## src/hw/rtl/integer_matrix_determinant_defines.svh

```systemverilog
// Assertion macros for the matrix determinant block.
// IMD_ASSERT checks an implication or a plain property on every rising clock edge.
// IMD_NEVER checks that a condition never holds.
`ifndef INTEGER_MATRIX_DETERMINANT_DEFINES_SVH
`define INTEGER_MATRIX_DETERMINANT_DEFINES_SVH

`ifndef SYNTHESIS
`define IMD_ASSERT(label, clk, rst_n, prop) \
  label: assert property (@(posedge clk) disable iff (!rst_n) prop) \
    else $error("imd assertion failed");
`define IMD_NEVER(label, clk, rst_n, cond) \
  label: assert property (@(posedge clk) disable iff (!rst_n) !(cond)) \
    else $error("imd condition must never hold");
`else
`define IMD_ASSERT(label, clk, rst_n, prop)
`define IMD_NEVER(label, clk, rst_n, cond)
`endif

`endif

```

## src/hw/rtl/imd_pkg.sv

```systemverilog
package imd_pkg;

  // Width of the matrix size field and of the load counter.
  localparam int unsigned SizeW = 3;
  localparam int unsigned CntW  = 6;
  localparam int unsigned ElemW = 16;
  localparam int unsigned DetW  = 32;

  // Descriptor of a fully loaded matrix waiting for the back end.
  typedef struct packed {
    logic             bank;
    logic [SizeW-1:0] n;
  } job_t;

  // Status of the descriptor queue.
  typedef struct packed {
    logic empty;
    logic full;
  } queue_status_t;

endpackage

```

## src/hw/rtl/imd_queue.sv

```systemverilog
module imd_queue
  import imd_pkg::*;
(
  input  logic          clk_i,
  input  logic          rst_ni,
  input  logic          push_i,
  input  job_t          push_job_i,
  input  logic          pop_i,
  output job_t          head_o,
  output queue_status_t status_o
);

  job_t       slot_q [2];
  logic       wr_ptr_q, rd_ptr_q;
  logic [1:0] count_q;

  assign head_o         = slot_q[rd_ptr_q];
  assign status_o.empty = (count_q == 2'd0);
  assign status_o.full  = (count_q == 2'd2);

  always_ff @(posedge clk_i) begin
    if (push_i) begin
      slot_q[wr_ptr_q] <= push_job_i;
    end
  end

  always_ff @(posedge clk_i or negedge rst_ni) begin
    if (!rst_ni) begin
      wr_ptr_q <= 1'b0;
      rd_ptr_q <= 1'b0;
      count_q  <= 2'd0;
    end else begin
      if (push_i) begin
        wr_ptr_q <= ~wr_ptr_q;
      end
      if (pop_i) begin
        rd_ptr_q <= ~rd_ptr_q;
      end
      if (push_i && !pop_i) begin
        count_q <= count_q + 2'd1;
      end else if (pop_i && !push_i) begin
        count_q <= count_q - 2'd1;
      end
    end
  end

endmodule

```

## src/hw/rtl/imd_front.sv

```systemverilog
module imd_front
  import imd_pkg::*;
#(
  parameter int unsigned MaxSize = 4,
  parameter int unsigned AddrW   = 4
) (
  input  logic                    clk_i,
  input  logic                    rst_ni,
  input  logic                    cfg_we_i,
  input  logic [SizeW-1:0]        cfg_data_i,
  input  logic                    in_valid_i,
  output logic                    in_ready_o,
  input  logic signed [ElemW-1:0] element_i,
  input  logic                    first_i,
  output logic                    push_o,
  output job_t                    push_job_o,
  input  logic                    release_i,
  input  logic [AddrW:0]          rd_addr_i,
  output logic signed [ElemW-1:0] rd_data_o
);

  localparam int unsigned Depth = MaxSize * MaxSize;

  // Two banks so a new matrix can load while the previous one is expanded.
  // Each bank spans the full power-of-two address range of one matrix.
  logic signed [ElemW-1:0] store_q [2**(AddrW+1)];

  logic [SizeW-1:0] size_q;
  logic [CntW-1:0]  load_cnt_q;
  logic             bank_q;
  logic [1:0]       busy_q;

  logic [SizeW-1:0] n_eff;
  logic [CntW-1:0]  total, cnt, cnt_nx;
  logic             accept, done;

  always_comb begin
    if (size_q == '0) begin
      n_eff = SizeW'(1);
    end else if (size_q > SizeW'(MaxSize)) begin
      n_eff = SizeW'(MaxSize);
    end else begin
      n_eff = size_q;
    end
  end

  assign total      = CntW'(n_eff) * CntW'(n_eff);
  assign in_ready_o = (busy_q != 2'd2);
  assign accept     = in_valid_i && in_ready_o;
  assign cnt        = first_i ? '0 : load_cnt_q;
  assign cnt_nx     = cnt + CntW'(1);
  assign done       = (cnt_nx >= total);

  assign push_o          = accept && done;
  assign push_job_o.bank = bank_q;
  assign push_job_o.n    = n_eff;

  always_ff @(posedge clk_i) begin
    if (accept && (cnt < CntW'(Depth))) begin
      store_q[{bank_q, cnt[AddrW-1:0]}] <= element_i;
    end
    rd_data_o <= store_q[rd_addr_i];
  end

  always_ff @(posedge clk_i or negedge rst_ni) begin
    if (!rst_ni) begin
      size_q     <= SizeW'(4);
      load_cnt_q <= '0;
      bank_q     <= 1'b0;
      busy_q     <= 2'd0;
    end else begin
      if (cfg_we_i) begin
        size_q <= cfg_data_i;
      end
      if (accept) begin
        load_cnt_q <= done ? '0 : cnt_nx;
        if (done) begin
          bank_q <= ~bank_q;
        end
      end
      if (push_o && !release_i) begin
        busy_q <= busy_q + 2'd1;
      end else if (release_i && !push_o) begin
        busy_q <= busy_q - 2'd1;
      end
    end
  end

endmodule

```

## src/hw/rtl/imd_back.sv

```systemverilog
module imd_back
  import imd_pkg::*;
#(
  parameter int unsigned MaxSize = 4,
  parameter int unsigned AddrW   = 4
) (
  input  logic                    clk_i,
  input  logic                    rst_ni,
  input  queue_status_t           q_status_i,
  input  job_t                    q_head_i,
  output logic                    pop_o,
  output logic [AddrW:0]          rd_addr_o,
  input  logic signed [ElemW-1:0] rd_data_i,
  output logic                    release_o,
  output logic                    out_valid_o,
  input  logic                    out_ready_i,
  output logic [DetW-1:0]         out_data_o
);

  localparam int unsigned ColW = $clog2(MaxSize);

  typedef enum logic [2:0] {
    ST_IDLE, ST_ISSUE, ST_MUL, ST_ACC, ST_WRITE, ST_OUT
  } state_e;

  // Minor determinants indexed by the set of columns they use.
  logic [DetW-1:0] minor_q [2**MaxSize];

  state_e             state_q;
  logic               bank_q;
  logic [SizeW-1:0]   n_q;
  logic [MaxSize-1:0] mask_q;
  logic [ColW-1:0]    col_q;
  logic [SizeW-1:0]   pos_q;
  logic               neg_q;
  logic [DetW-1:0]    acc_q, prod_q, minor_rd_q;
  logic               minor_one_q;
  logic               out_valid_q;
  logic [DetW-1:0]    out_data_q;

  logic [MaxSize-1:0] col_bit, sub_mask, full_mask;
  logic [SizeW-1:0]   pop_cnt, row;
  logic [CntW-1:0]    elem_addr;
  logic               last_col;
  logic [DetW-1:0]    minor_val;

  always_comb begin
    pop_cnt = '0;
    for (int i = 0; i < MaxSize; i++) begin
      pop_cnt = pop_cnt + SizeW'(mask_q[i]);
    end
  end

  assign col_bit   = MaxSize'(1) << col_q;
  assign sub_mask  = mask_q & ~col_bit;
  assign full_mask = MaxSize'((1 << n_q) - 1);
  assign row       = n_q - pop_cnt;
  assign elem_addr = CntW'(row) * CntW'(n_q) + CntW'(col_q);
  assign rd_addr_o = {bank_q, elem_addr[AddrW-1:0]};
  assign last_col  = (SizeW'(col_q) == n_q - SizeW'(1));
  assign minor_val = minor_one_q ? DetW'(1) : minor_rd_q;

  assign pop_o       = (state_q == ST_IDLE) && !q_status_i.empty;
  assign release_o   = (state_q == ST_OUT) && !out_valid_q;
  assign out_valid_o = out_valid_q;
  assign out_data_o  = out_data_q;

  always_ff @(posedge clk_i) begin
    if (state_q == ST_WRITE) begin
      minor_q[mask_q] <= acc_q;
    end
    minor_rd_q  <= minor_q[sub_mask];
    minor_one_q <= (sub_mask == '0);
  end

  always_ff @(posedge clk_i or negedge rst_ni) begin
    if (!rst_ni) begin
      state_q     <= ST_IDLE;
      bank_q      <= 1'b0;
      n_q         <= SizeW'(1);
      mask_q      <= '0;
      col_q       <= '0;
      pos_q       <= '0;
      neg_q       <= 1'b0;
      acc_q       <= '0;
      prod_q      <= '0;
      out_valid_q <= 1'b0;
      out_data_q  <= '0;
    end else begin
      if (out_valid_q && out_ready_i) begin
        out_valid_q <= 1'b0;
      end
      unique case (state_q)
        ST_IDLE: begin
          if (!q_status_i.empty) begin
            bank_q  <= q_head_i.bank;
            n_q     <= q_head_i.n;
            mask_q  <= MaxSize'(1);
            col_q   <= '0;
            pos_q   <= '0;
            acc_q   <= '0;
            state_q <= ST_ISSUE;
          end
        end
        ST_ISSUE: begin
          if ((mask_q & col_bit) != '0) begin
            neg_q   <= pos_q[0];
            pos_q   <= pos_q + SizeW'(1);
            state_q <= ST_MUL;
          end else if (last_col) begin
            state_q <= ST_WRITE;
          end else begin
            col_q <= col_q + ColW'(1);
          end
        end
        ST_MUL: begin
          prod_q  <= DetW'(signed'(rd_data_i)) * minor_val;
          state_q <= ST_ACC;
        end
        ST_ACC: begin
          acc_q <= neg_q ? acc_q - prod_q : acc_q + prod_q;
          if (last_col) begin
            state_q <= ST_WRITE;
          end else begin
            col_q   <= col_q + ColW'(1);
            state_q <= ST_ISSUE;
          end
        end
        ST_WRITE: begin
          if (mask_q == full_mask) begin
            state_q <= ST_OUT;
          end else begin
            mask_q  <= mask_q + MaxSize'(1);
            col_q   <= '0;
            pos_q   <= '0;
            acc_q   <= '0;
            state_q <= ST_ISSUE;
          end
        end
        ST_OUT: begin
          if (!out_valid_q) begin
            out_valid_q <= 1'b1;
            out_data_q  <= acc_q;
            state_q     <= ST_IDLE;
          end
        end
        default: state_q <= ST_IDLE;
      endcase
    end
  end

endmodule

```

## src/hw/rtl/integer_matrix_determinant.sv

```systemverilog
// After the last element of an n x n matrix, its descriptor is queued until the back end takes it,
// expands every nonempty column subset and registers the determinant as the result.
// Throughput: the loader takes one element per cycle into one of two banks while a bank is free;
// the sustained rate is set by the single shared multiplier loop.
// Reset: asynchronous active low; clears control state and sets the size register to 4.
// Matrix and minor memories hold undefined contents until written.
`include "integer_matrix_determinant_defines.svh"

module integer_matrix_determinant
  import imd_pkg::*;
#(
  parameter int unsigned MAX_SIZE = 4
) (
  input  logic                    clk_i,
  input  logic                    rst_ni,
  // Configuration: size_in_use.
  input  logic                    cfg_we_i,
  input  logic [SizeW-1:0]        cfg_data_i,
  // Element requests.
  input  logic                    s_axis_tvalid,
  output logic                    s_axis_tready,
  input  logic signed [ElemW-1:0] s_axis_tdata,  // [15:0] element
  input  logic                    s_axis_tuser,  // [0] first
  // Determinant results.
  output logic                    m_axis_tvalid,
  input  logic                    m_axis_tready,
  output logic [DetW-1:0]         m_axis_tdata   // [31:0] determinant
);

  // Address of one element inside a bank of the matrix store.
  localparam int unsigned AddrW = $clog2(MAX_SIZE * MAX_SIZE);

  logic                    push, pop, release_bank;
  job_t                    push_job, head_job;
  queue_status_t           q_status;
  logic [AddrW:0]          rd_addr;
  logic signed [ElemW-1:0] rd_data;

  // The front end stores each element into the bank being loaded. When a
  // matrix is complete it queues a descriptor and switches banks, so the
  // next matrix loads while the back end expands the previous one.
  imd_front #(
    .MaxSize (MAX_SIZE),
    .AddrW   (AddrW)
  ) u_front (
    .clk_i      (clk_i),
    .rst_ni     (rst_ni),
    .cfg_we_i   (cfg_we_i),
    .cfg_data_i (cfg_data_i),
    .in_valid_i (s_axis_tvalid),
    .in_ready_o (s_axis_tready),
    .element_i  (s_axis_tdata),
    .first_i    (s_axis_tuser),
    .push_o     (push),
    .push_job_o (push_job),
    .release_i  (release_bank),
    .rd_addr_i  (rd_addr),
    .rd_data_o  (rd_data)
  );

  // Two-entry queue of finished matrices between the two halves.
  imd_queue u_queue (
    .clk_i      (clk_i),
    .rst_ni     (rst_ni),
    .push_i     (push),
    .push_job_i (push_job),
    .pop_i      (pop),
    .head_o     (head_job),
    .status_o   (q_status)
  );

  // The back end walks all column subsets in increasing order. Each subset's
  // minor is the signed sum of its row's elements times smaller minors, which
  // is the first-row cofactor expansion computed bottom-up with one multiplier.
  imd_back #(
    .MaxSize (MAX_SIZE),
    .AddrW   (AddrW)
  ) u_back (
    .clk_i       (clk_i),
    .rst_ni      (rst_ni),
    .q_status_i  (q_status),
    .q_head_i    (head_job),
    .pop_o       (pop),
    .rd_addr_o   (rd_addr),
    .rd_data_i   (rd_data),
    .release_o   (release_bank),
    .out_valid_o (m_axis_tvalid),
    .out_ready_i (m_axis_tready),
    .out_data_o  (m_axis_tdata)
  );

  // The loader must never complete a matrix while both banks are waiting.
  `IMD_NEVER(a_no_push_when_full, clk_i, rst_ni, push && q_status.full && !pop)
  // The back end only takes a descriptor that is really there.
  `IMD_NEVER(a_no_pop_when_empty, clk_i, rst_ni, pop && q_status.empty)
  // Freeing a bank coincides with loading the result register.
  `IMD_ASSERT(a_release_shows_result, clk_i, rst_ni, release_bank |=> m_axis_tvalid)

endmodule

```

## config.mk

```make
export PLATFORM = sky130hd
export DESIGN_NAME = integer_matrix_determinant
export DESIGN_NICKNAME = d
export VERILOG_FILES = /design/src/hw/rtl/imd_pkg.sv /design/src/hw/rtl/imd_queue.sv /design/src/hw/rtl/imd_front.sv /design/src/hw/rtl/imd_back.sv /design/src/hw/rtl/integer_matrix_determinant.sv
export VERILOG_INCLUDE_DIRS = /design/src /design/src/hw/rtl
export SDC_FILE = /design/constraint.sdc
export NUM_CORES = 2
export LEC_CHECK = 0
export BUFFER_PORTS_ARGS = -buffer_cell sky130_fd_sc_hd__buf_2
export CAP_MARGIN = 20
export CORE_ASPECT_RATIO = 1.5
export CORE_MARGIN = 2
export CORE_UTILIZATION = 65
export CTS_BUF_LIST = sky130_fd_sc_hd__clkbuf_2 sky130_fd_sc_hd__clkbuf_4 sky130_fd_sc_hd__clkbuf_8
export CTS_CLUSTER_DIAMETER = 60
export DETAILED_ROUTE_END_ITERATION = 8
export GPL_TIMING_DRIVEN = 0
export PLACE_DENSITY = 0.81
export SYNTH_ARGS = -nofsm -noshare
export SYNTH_HDL_FRONTEND = slang
export SYNTH_HIERARCHICAL = 1
export SYNTH_SLANG_ARGS = --single-unit
```

## constraint.sdc

```tcl
create_clock -name clk_i -period 16.3 [get_ports clk_i]
set_clock_uncertainty 0.1 [all_clocks]
set_input_delay 0.815 -clock clk_i [delete_from_list [all_inputs] [get_ports clk_i]]
set_output_delay 0.815 -clock clk_i [all_outputs]
set_load 0.005 [all_outputs]
```

Yosys cells after proc, flatten, opt, wreduce, memory -nomap -nowiden:

Memories as Yosys holds them, arrays and structs flattened. A register that Yosys moved wholly into a read port is not among the register bits.
Index checks and enable logic that the tools add are counted.

* word-level logic and storage cells: 144
* register bits after elaboration: 127
* output and inout bits: 34
* memories kept: 3
* bits in writable memories: 1032

Memories
* u_back.minor_q: depth 16, bits a word 32, rd ports 1, clocked after Yosys merged registers in 1, write ports 1, RTL line imd_back.sv:27 `logic [DetW-1:0] minor_q [2**MaxSize];`
* u_front.store_q: depth 32, bits a word 16, rd ports 1, clocked after Yosys merged registers in 1, write ports 1, RTL line imd_front.sv:26 `logic signed [ElemW-1:0] store_q [2**(AddrW+1)];`
* u_queue.slot_q: depth 2, bits a word 4, rd ports 1, clocked after Yosys merged registers in 1, write ports 1, RTL line imd_queue.sv:13 `job_t slot_q [2];`

* add/subtract/negate cells: 17
* equal/unequal tests: 14
* muxes and demuxes: 41
* shift operators: 2
* reductions and logical operators: 36
* $lt $le $gt $ge: 3
* bitwise operators: 8
* multipliers: 3

Operator list (number)
* 32-bit two-way mux: 4
* 32-bit one-hot mux with 3 select lines: 1
* 3-bit two-way mux: 11
* 32-bit adder: 1
* 16-bit by 32-bit multiplier with 32-bit output: 1
* 32-bit subtractor: 1
* 3-bit one-hot mux with 6 select lines: 1
* 2-bit two-way mux: 8
* 6-bit two-way mux: 2
* 1-bit logical AND: 10
* 2-bit != test, second input constant: 5
* 1-bit two-way mux: 9
* 3-bit one-hot mux with 3 select lines: 1
* 3-bit AND reduction: 3
* 4-bit bitwise AND: 2
* 4-bit two-way mux: 2
* 2-bit one-hot mux with 4 select lines: 1
* 4-bit one-hot mux with 2 select lines: 1
* 2-bit AND reduction: 4
* 4-bit AND reduction: 2
* 4-bit nonzero test: 2
* 2-bit by 1-bit adder with 2-bit output, second input constant: 3
* 3-bit by 1-bit adder with 3-bit output: 2
* 6-bit by 1-bit adder with 6-bit output, second input constant: 1
* other kinds (30): 46

Logic depth before layout (Yosys ltp):

* depth in word-level cells: 10
* mapped depth: 26
* mapped depth without buffers: 24

By module:

Netlist, hierarchy kept.

By module, submodules not included
* imd_back: times used 1, cells an instance 3109, sequential area each 18839.3 µm², area each 39476.6 µm²
* imd_front: times used 1, cells an instance 1236, sequential area each 15996.6 µm², area each 21335.5 µm²
* imd_queue: times used 1, cells an instance 28, sequential area each 340.3 µm², area each 474.2 µm²

Worst setup path before layout:

No wires, ideal clock.

* path type: register -> register
* from: reg u_back.minor_one_q
* to: reg u_back.prod_q[22]
* path buffers: 2
* path slack: 9.660 ns
* required time: 16.071 ns
* data arrival time: 6.411 ns
* stages on the path, launching flop included: 26
* library setup time: 0.129 ns
* cells stage by stage: dfxtp_1 clkbuf_1 nor2b_1 clkbuf_1 nand2_1 fa_1 inv_1 fa_1 inv_1 fa_1 inv_1 fa_1 fa_1 inv_1 fa_1 inv_1 ha_1 and3_1 a221o_1 a21o_1 and2_1 or3_1 a211oi_1 nor2b_1 xor2_1 o21ai_1

* word-level cells in the longest chain between the ends: 2

RTL lines
* from (decl): RTL line imd_back.sv:37 `logic minor_one_q;`
* from (signal assigned): RTL line imd_back.sv:73 `minor_one_q <= (sub_mask == '0);`
* 32-bit two-way mux: RTL line imd_back.sv:61 `assign minor_val = minor_one_q ? DetW'(1) : minor_rd_q;`
* 16-bit by 32-bit multiplier with 32-bit output: RTL line imd_back.sv:117 `prod_q <= DetW'(signed'(rd_data_i)) * minor_val;`
* to (signal assigned): RTL line imd_back.sv:117
* to (decl): RTL line imd_back.sv:36 `logic [DetW-1:0] acc_q, prod_q, minor_rd_q;`

No other way between the ends.
A chain may end at the register's enable or synchronous reset.

Worst setup path in the final report:

* from: reg u_back.minor_one_q
* to: reg u_back.prod_q[24]

Same word-level chain as after synthesis.

==> flow_summary_export.csv <==
group,metric,value,unit
run_status,outcome,"finished, final reports clean",
placed_design,portBuffers,58,
worst_setup_path,slowest_stage,"nor2b_1",
yosys,ys_warn_count,6,
sta,final_max_slew_viol_count,0,
floorplanning,placementRows,137,
placed_design,hpwl,112000,microns
pwr,cellPowerDensity,88.6,mW/mm^2
yosys,syn_area,0.0613,sq mm
sta,setup_tns,0,ps
drt,avgViaCountPerCell,6.19,
job,maxCapViolations,0,
floorplanning,die_area,0.0968,sq mm
sta,tightestPinTransition,1220,ps
drt,drc,0,
worst_setup_path,cpPeakStageDelay,640,ps
worst_setup_path,worstPathArrival,9190,ps
cells_and_area,area_growth,10.2,%
global_routing,grt_max_degree,88,
global_routing,grt_pass1_wl,235000,microns
yosys,avgSynthCellArea,14.0,sq um
yosys,synth_cells,4372,
sta,finalHoldViolations,0,
clock_tree,post_cts_buffers,0,
drt,first_pass_iters,7,
floorplanning,core-area,0.0932,sq mm
drt,vias,37400,
worst_setup_path,setup.worst_path.class,"reg2reg",
cells_and_area,fin_nets,5147,
worst_setup_path,crit_required,16880,ps
clock_tree,cts_tree,"done",
clock_tree,htreeDepth,4,
pwr,vdd_drop_max,0.124,mV
sta,rsz0062_at_grt,"false",
pwr,p_seq_share,57.1,%
worst_setup_path,critical_path.top_delay_family,"adder cells",
pwr,p_sw,0.00128,W
global_routing,overflow,0,
worst_setup_path,crit_buf_inv,5,
min_path,hold_path_class,"in2reg",
floorplanning,fp.dieW,255,microns
floorplanning,initial_core_util,65.7,%
cells_and_area,drive_above_1_share,14.3,%
worst_setup_path,critPathCaptureType,"register",
yosys,synth_nets,4866,
drt,avgRoutedWirePerCell,25.9,microns
floorplanning,die_y,380,microns
drt,wirelength,157000,microns
pwr,cell_internal_pwr,0.00470,W
floorplanning,io_pins,59,
cells_and_area,final_util,72.4,%
worst_setup_path,critPathMaxFanout,10,
clock_tree,clk_path_buf_depth,3,
global_routing,grt_pass1_vias,39000,
sta,fin_crit,8600,ps
clock_tree,tritoncts_num_sinks,1209,
sta,maxSlewHeadroom,18.1,%
global_routing,grt_antenna_before_repair,1,
sta,period_share,52.8,%
pwr,swShare,21.4,%
sta,setup-violations-final,0,
pwr,p_comb_share,2.4,%
worst_setup_path,cp-start-kind,"register",
clock_tree,clock_latency,900,ps
pwr,p_clk_share,40.5,%
worst_setup_path,critPathMostFrequentCell,"fa_1",
clock_tree,cts.clk_slew.worst_paths,70,ps
drt,first_iter_violations,3520,
clock_tree,cts_made_buffers,167,
sta,clock.fmax,116,MHz
placed_design,place.gp.congestion,0.987,
drt,detail-route-antenna-nets,0,
global_routing,track_usage,33.4,%
worst_setup_path,path_cells,"clkbuf_1 > nor2b_1 > clkbuf_1 > nand2_1 > fa_1 > inv_1 > fa_1 > fa_1 > fa_1 > fa_1 > inv_1 > fa_1 > inv_1 > ha_1 > and3_1 > a221o_1 > a21o_1 > and2_1 > or3_1 > a211oi_1 > a21oi_1 > xnor2_1 > o21ai_0",
pwr,leakagePower,27.3,nW
clock_tree,clockRootBuffer,"clkbuf_8",
==> tightest hold or removal path, delay by kind of cell <==
| kind | cells | cell delay, ps |
|---|---|---|
| buf+inv | 1 | 80 |
| compound gates | 1 | 70 |
| simple gates | 1 | 40 |
==> area by class of cell <==
cell class | count | area (sq um)
inverter | 432 | 1620
buffer | 213 | 1110
clock inverter | 78 | 679
multi-input combinational | 2518 | 23500
tap | 1251 | 1570
clock buffer | 229 | 2860
fill | 5792 | 25700
antenna | 3 | 7.51
sequential | 1209 | 35200
timing repair buffer | 112 | 971
==> routing by layer <==
layer	share of wire (%)	global-route usage [%]	vias up	wire length [microns]
met3	7.3	5.84	520	11400
met2	51	56.7	1953	80300
met1	33	37.7	18900	51700
met5	0	0	-	0
li1	-	-	16100	-
met4	8.5	24.2	0	13400
==> flip-flops by register name, summed over array words and instances (netlist names), 4 cells and up <==
register / count
u_back/mask_q: 4
u_queue/slot_q: 8
u_back/acc_q: 32
u_back/prod_q: 32
u_back/minor_q: 512
u_back/out_data_o: 32
u_back/minor_rd_q: 32
u_front/rd_data_o: 16
u_front/store_q: 512
u_front/load_cnt_q: 6
==> power by group through the flow <==
| stage | combinational [W] | clock (W) | sequential [W] |
|---|---|---|---|
| after CTS | 0.000141 | 0.00246 | 0.00342 |
| after global routing | 0.000153 | 0.00257 | 0.00342 |
| after detailed placement | 0.000139 | 0 | 0.00348 |
| final | 0.000142 | 0.00242 | 0.00342 |
| after global placement | 0.000129 | 0 | 0.00348 |
| after floorplan | 0.0000712 | 0 | 0.00347 |
==> worst paths after layout <==
path | to | cells after the start | slack (ps) | from
worst min register to register | u_queue/count_q[1]$_DFFE_PN0P_ | 1 | 370 | u_queue/count_q[1]$_DFFE_PN0P_
worst max-delay path | u_back/prod_q[24]$_DFFE_PN0P_ | 23 | 7700 | u_back/minor_one_q$_DFF_P_
min in group asynchronous | u_back/out_data_o[13]$_DFFE_PN0P_ | 2 | 330 | rst_ni
worst max register to register | u_back/prod_q[24]$_DFFE_PN0P_ | 23 | 7700 | u_back/minor_one_q$_DFF_P_
max in group asynchronous | u_back/acc_q[31]$_DFFE_PN0P_ | 3 | 14880 | rst_ni
worst min-delay path | u_front/size_q[0]$_DFFE_PN0P_ | 3 | 80 | cfg_data_i[0]
==> what timing repair did <==
| item | 4_1_cts | 5_1_grt |
|---|---|---|
| resized for setup | 0 | 0 |
| hold buffers | 2 | 0 |
| endpoints found under the hold margin | 41 | 0 |
==> cells in the final DEF (no fill, tap or decap), drive strengths merged, types with 4 or more instances in the layout <==
master,instances
buf,190
o21a,11
bufinv,7
nor2b,57
mux2,46
and3,10
nand2b,26
clkinvlp,4
o2111ai,4
a211oi,40
mux4,128
dfxtp,49
nand2,443
dfrtp,126
ha,157
nand4,22
and2,184
xnor2,91
nor4,4
nor2,129
nand3,50
or3,13
xor2,44
a22oi,68
fa,312
nor3,45
o22ai,21
a31oi,56
nand3b,5
mux2i,260
inv,439
o21ai,75
o31ai,11
a21oi,97
edfxtp,1032
clkbuf,362
o21bai,13
a22o,34
a21o,19
clkinv,60
==> metrics by stage <==
stage                     instance area, sq um  cells  setup WS (ps)  power [W]  hold WS [ps]
final                                    67500   6045           7700    0.00598          76.7
after global routing                     67500   6044           7530    0.00614          50.0
after CTS                                67500   6042           8100    0.00601          19.7
after detailed placement                 63900   5733           8090    0.00362           363
after global placement                   63100   5681           8100    0.00361           356
after floorplan                          61300   4372           9660    0.00354           341
(Power assumes the default switching activity.)
